--- src/rtl/core/c2s_pkg.sv ---
package c2s_pkg;

   localparam int COORD_WIDTH  = 24;
   localparam int ANGLE_WIDTH  = 16;
   localparam int RADIUS_WIDTH = 24;

   // square-root unit: 64-bit radicand, one result bit per stage
   localparam int SQ_IN_W = 64;
   localparam int ROOT_W  = SQ_IN_W / 2;
   localparam int REM_W   = ROOT_W + 3;

   // angle unit: signed datapath, operands normalized to [2^58, 2^59)
   localparam int COR_W        = 62;
   localparam int NORM_TOP     = 59;
   localparam int NORM_STEPS   = 6;
   localparam int CORDIC_STEPS = 31;
   localparam int BAM_W        = 32;

   // prescale of x^2+y^2 by 4^k, k found in five binary steps
   localparam int SCALE_STEPS = 5;

   localparam int FRONT_LAT = 2 + SCALE_STEPS;
   localparam int SQRT_LAT  = ROOT_W;
   localparam int COR_LAT   = 2 + NORM_STEPS + CORDIC_STEPS + 1;
   localparam int TOTAL_LAT = FRONT_LAT + SQRT_LAT + COR_LAT;

   // atan(2^-i) in units of pi/2^31
   localparam logic [BAM_W-1:0] ATAN_TABLE [CORDIC_STEPS] = '{
      32'd536870912, 32'd316933406, 32'd167458907, 32'd85004756, 32'd42667331,
      32'd21354465,  32'd10679838,  32'd5340245,   32'd2670163,  32'd1335087,
      32'd667544,    32'd333772,    32'd166886,    32'd83443,    32'd41722,
      32'd20861,     32'd10430,     32'd5215,      32'd2608,     32'd1304,
      32'd652,       32'd326,       32'd163,       32'd81,       32'd41,
      32'd20,        32'd10,        32'd5,         32'd3,        32'd1,
      32'd1
   };

   typedef enum logic [1:0] {
      STAT_OK     = 2'd0,
      STAT_Z_AXIS = 2'd1,
      STAT_ORIGIN = 2'd2
   } status_type;

   typedef logic signed [COR_W-1:0]  cor_word_type;
   typedef logic [ANGLE_WIDTH-1:0]   angle_type;
   typedef logic [SQ_IN_W-1:0]       radicand_type;
   typedef logic [ROOT_W-1:0]        root_type;

   typedef struct packed {
      logic       valid;
      status_type status;
   } tag_type;

endpackage

--- src/rtl/core/c2s_isqrt.sv ---
module c2s_isqrt (
   input  logic                  clock,
   input  logic                  advance,
   input  c2s_pkg::radicand_type radicand,
   output c2s_pkg::root_type     root
);
   import c2s_pkg::*;

   radicand_type          rad_ff  [ROOT_W];
   logic [REM_W-1:0]      rem_ff  [ROOT_W];
   root_type              root_ff [ROOT_W];

   // restoring square root, one root bit per stage
   for (genvar i = 0; i < ROOT_W; i++) begin : g_stage
      radicand_type     rad_d;
      logic [REM_W-1:0] rem_d, rem_sh, trial;
      root_type         root_d;
      logic             ge;

      if (i == 0) begin : g_first
         assign rad_d  = radicand;
         assign rem_d  = '0;
         assign root_d = '0;
      end else begin : g_next
         assign rad_d  = rad_ff[i-1];
         assign rem_d  = rem_ff[i-1];
         assign root_d = root_ff[i-1];
      end

      assign rem_sh = {rem_d[REM_W-3:0], rad_d[SQ_IN_W-1 -: 2]};
      assign trial  = REM_W'({root_d, 2'b01});
      assign ge     = (rem_sh >= trial);

      always_ff @(posedge clock) begin
         if (advance) begin
            rad_ff[i]  <= rad_d << 2;
            rem_ff[i]  <= ge ? (rem_sh - trial) : rem_sh;
            root_ff[i] <= {root_d[ROOT_W-2:0], ge};
         end
      end
   end

   assign root = root_ff[ROOT_W-1];

endmodule

--- config.mk ---
export PLATFORM = sky130hd
export DESIGN_NAME = c2s_isqrt
export DESIGN_NICKNAME = d
export VERILOG_FILES = /design/src/rtl/core/c2s_pkg.sv /design/src/rtl/core/c2s_isqrt.sv
export SDC_FILE = /design/constraint.sdc
export NUM_CORES = 2
export LEC_CHECK = 0
export BUFFER_PORTS_ARGS = -buffer_cell sky130_fd_sc_hd__buf_4
export CAP_MARGIN = 20
export CORE_UTILIZATION = 65
export DETAILED_ROUTE_END_ITERATION = 16
export PLACE_DENSITY = 0.82
export SYNTH_ARGS = -nofsm -noshare
export SYNTH_HDL_FRONTEND = slang
export SYNTH_MEMORY_MAX_BITS = 65536
export SYNTH_SLANG_ARGS = --single-unit
export TNS_END_PERCENT = 100
--- constraint.sdc ---
create_clock -name clock -period 7.3 [get_ports clock]
set_input_delay 0.365 -clock clock [delete_from_list [all_inputs] [get_ports clock]]
set_output_delay 0.365 -clock clock [all_outputs]
set_load 0.02 [all_outputs]
# Word level (Yosys, flattened, before mapping)
# Memory sizes are Yosys's and may differ from the RTL's.
# Cells that the tools add are included.
[word_totals]
reg_bits = 0
input_bits = 66
out_inout_bits = 32
wordCells = 101
mem_count = 3
ramBits = 4128
[classes]
magnitude_cmp = 32
n_addsub = 32
mux = 34
[mem_list]
columns = ["name", "depth", "width", "read_ports", "rd_clocked_by_memory_dff", "wr", "line", "source"]
rows = [
  ["rad_ff", 32, 62, 31, 0, 32, "c2s_isqrt.sv:9", "radicand_type rad_ff [ROOT_W];"],
  ["rem_ff", 32, 35, 31, 0, 32, "c2s_isqrt.sv:10", "logic [REM_W-1:0] rem_ff [ROOT_W];"],
  ["root_ff", 32, 32, 32, 0, 32, "c2s_isqrt.sv:11", "root_type root_ff [ROOT_W];"],
]
[ops]
columns = ["op", "n"]
rows = [
  ["$mux W35", 32],
  ["$ge A35 B34 Y1", 31],
  ["$sub A35 B34 Y35", 31],
  ["$sub A2 B1 Y3 const B", 1],
  ["$ge A2 B1 Y1 const B", 1],
  ["$mux W1", 2],
]

# Logic depth before layout (Yosys ltp)
# An unclocked memory read counts as a cell.
[depth]
depth_word = 3
mapped_depth = 15
mapped_depth_nobuf = 13

# Worst setup path before layout
# No wires, ideal clock.
[synth_timing]
path_kind = "register -> register"
startpoint = "memory rem_ff[1][298] in the netlist's numbering"
endpoint = "memory rem_ff[1][347] in the netlist's numbering, data pin"
path_stages_with_launch = 13
path_slack_ns = 3.687
path_buffers = 1
synth_period_minus_slack_ns = 3.613
arrival_ns = 3.353
required_ns = 7.040
setup_time_ns = 0.260
path_cell_list = "edfxtp_1 -> ha_1 -> a21o_1 -> a21o_1 -> a21o_1 -> or3_1 -> o221ai_1 -> o22ai_1 -> o21ai_1 -> nor3b_1 -> clkbuf_1 -> nor2_1 -> mux2_2"
[synth_lines]
columns = ["element", "line"]
rows = [
  ["start: declaration", "c2s_isqrt.sv:10"],
]

==> results.txt <==
Setup Skew -> 0.0417 ns
CTS tree -> built
CTS Buf Count -> 239
max_cap viols -> 0
Die W -> 425 um
Util after Layout -> 72.6%
sequential element share of the synthesized area -> 64.5%
Hold Startpoint -> advance
Clk Latency, worst-skew pair -> 0.87 ns
Slew @ Worst Pin -> 1.11 ns
switching share of total power -> 28.5%
GR Util All Layers -> 27.5%
Crit Path Category -> reg2reg
vias in the first global route -> 70600
outcome -> finished clean
GR Overflow Total -> 0
htree depth -> 4
crit path buf inv count -> 2
Final GP Congestion -> 0.929
syn_nets -> 9614
DIE AREA -> 180000 um2
CP Data Required Time -> 7.90 ns
Tcrit/Tclk final -> 64.7%
startpoint types -> register
Sequential Power Share -> 48.2%
initial antenna violation count -> 0
Tmin final -> 4.72 ns
count leader, synth -> edfxtp_1
WP data arrival -> 5.32 ns
final setup vio count -> 0
setup bufs post-CTS -> 0
Layout area overhead -> 10.5%
Yosys reg bits -> 2494
Fillers -> 11100
Syn Area/Cell -> 12.9 um2
# clock sinks -> 2494
residual DRC count -> 0
Ys Warns -> 0
final WL -> 247000 um
ant diodes -> 0
crit-path max FO -> 34
final setup TNS -> 0 ns
Clock power frac -> 31.1%
sequential cell area -> 74900 um2
area leader, netlist -> edfxtp_1
Port Buffers -> 97
internal reg-to-reg setup slack -> 2.58 ns
worst min path class -> in2reg
Power Internal -> 28.7 mW
Synth async-reset ratio -> 0%
largest delay contributor family on the critical path -> compound AO/OA/AOI/OAI gates
combinational fraction of design power -> 20.7%
post-cts resize count -> 0
share of Yosys cell area claimed by the top area cell type -> 64.5%
First-pass DRT Iterations -> 6
crit path launch -> rem_ff[1][248]$_DFFE_PP_
top cells by count, synth -> 2494 x edfxtp_1, 719 x inv_1, 583 x a21oi_1
Main synth FF type -> edfxtp_1
Worst setup EP type -> register
Cell variety after synth -> 89
root buffer cell -> clkbuf_16
Mapped Cells -> 8987
Post-synth EDFFs -> 2494
IO Count -> 98
Leakage Power -> 49.4 nW
final slew viol count -> 0
DR vias/cell -> 5.99
DR vias -> 70600
total power -> 40.2 mW
DIE HEIGHT -> 425 um
fmax -> 212 MHz
total core area -> 177000 um2
Rows -> 154
ratio of cells with drive above 1 in the final layout -> 7.06%
Clock Tree Buf Depth -> 3
Routed Antenna Nets -> 0
Multi-input gate area -> 37800 um2
crit-path max cell delay -> 0.82 ns
global-route wire length before repair -> 389000 um
WL per Instance -> 21.0 um
top cells by area, synth -> edfxtp_1 65%, ha_1 6.0%, xnor2_1 3.1%, xor2_1 2.9%, a21oi_1 2.5%
worst vdd ir -> 0.294 mV
Final nets -> 9869
slowest CP cell -> clkinv_1
unrepaired setup endpoints after global routing -> no
Worst R2R Start -> rem_ff[1][248]$_DFFE_PP_
Initial Utilization -> 65.7%
PwrDens -> 314 nW/um2
Net Sw Power -> 11.5 mW
largest net degree at the start of global routing -> 200
Clock transition at path regs -> 0.07 ns
Post-Syn Area -> 116000 um2
DP HPWL -> 171000 um
relative slew slack -> 25.8%
initial DRC count -> 6548
final hold violations -> 0
worst path cell trace -> ha_1 -> and3_1 -> a21boi_0 -> nand4b_1 -> a41o_1 -> a221o_1 -> a311oi_1 -> nor3_1 -> nor2_1 -> buf_4 -> clkinv_1 -> mux2_2
-- worst register-to-register path, cell delays in order, from the launching register on --
cell and delay [ns]:
edfxtp_1 0.41, ha_1 0.38, and3_1 0.24, a21boi_0 0.15
nand4b_1 0.23, a41o_1 0.30, a221o_1 0.35, a311oi_1 0.48
nor3_1 0.13, nor2_1 0.11, buf_4 0.29, clkinv_1 0.83
mux2_2 0.59
-- state kept, by name, summed over array words and instances (netlist names) --
name	count
rad_ff	992
rem_ff	974
root_ff	528
-- area by class of cell --
class,count,share of cell area (%)
Clock buffer,278,4.80
Clock inverter,165,1.38
Inverter,720,2.11
Multi-Input combinational cell,5581,29.5
Sequential cell,2494,58.4
Tap cell,2340,2.28
Timing Repair Buffer,206,1.52
-- placed cells by master, fill, tap and decap left out, types with 53 or more instances in the layout --
| cell | n |
|---|---|
| buf_4 | 120 |
| clkbuf_16 | 240 |
| and3_1 | 55 |
| a21o_1 | 251 |
| nor3_1 | 197 |
| xor2_1 | 379 |
| nor2_1 | 563 |
| nand2b_1 | 125 |
| ha_1 | 561 |
| inv_1 | 719 |
| mux2_2 | 75 |
| edfxtp_1 | 2494 |
| o21bai_1 | 61 |
| xnor2_1 | 417 |
| nand2_1 | 576 |
| a31oi_1 | 54 |
| nor4_1 | 125 |
| nand4_1 | 97 |
| nand3_1 | 145 |
| or3_1 | 108 |
| a21oi_1 | 582 |
| or4_1 | 53 |
| o21ai_0 | 475 |
| o21a_1 | 81 |
| nor2b_1 | 95 |
| dlygate4sd3_1 | 65 |
-- logic make-up after synthesis --
kind of cell | Yosys count | share of synthesized area (%)
AOI/OAI and AO/OA | 1828 | 9.71
xor gates and xnor gates | 796 | 6.01
adders and majority gates | 561 | 6.05
buffers and inverters | 912 | 2.97
DFF | 2494 | 64.5
muxes | 88 | 0.842
other | 1 | 0.00323
and+or+nand+nor | 2307 | 9.87
-- worst paths after layout --
check        cells after the start                        to
max reg2reg                     12  rem_ff[1][298]$_DFFE_PP_
max                             12  rem_ff[1][298]$_DFFE_PP_
min                              1   rad_ff[0][35]$_DFFE_PP_
min reg2reg                      0  rad_ff[1][679]$_DFFE_PP_
-- what timing repair did --
action	in CTS	in global routing
setup endpoints to repair	0	0
hold buffers	65	0
hold endpoints to repair	65	0
-- power by group through the flow --
stage	Combinational [mW]	Sequential, mW	Clock (mW)
after floorplan	6.09	19.0	0
after global routing	9.22	19.5	13.2
final	8.33	19.4	12.5
after detailed placement	8.15	19.6	0
after CTS	8.26	19.4	12.7
after global placement	7.98	19.6	0
-- stage by stage --
step	setup WS, ns	hold slack (ns)	instance area (um2)	instances
2_1_floorplan	3.69	0.400	116000	8987
3_3_place_gp	2.67	0.400	120000	11300
3_5_place_dp	2.74	0.405	120000	11300
4_1_cts	2.68	0.0552	128000	11800
5_1_grt	2.34	0.0508	128000	11800
6_report	2.58	0.0195	128000	11800
-- routing by layer --
metal  vias to the layer above  track usage (%)  wire, um
met5                         -                0         0
met4                         0             9.38      8280
met3                       497             3.58     12900
met2                      2283             48.4    126000
met1                     34200             35.2    100000
li1                      33700                -         -
No activity file was read; power rests on OpenSTA's default activity.
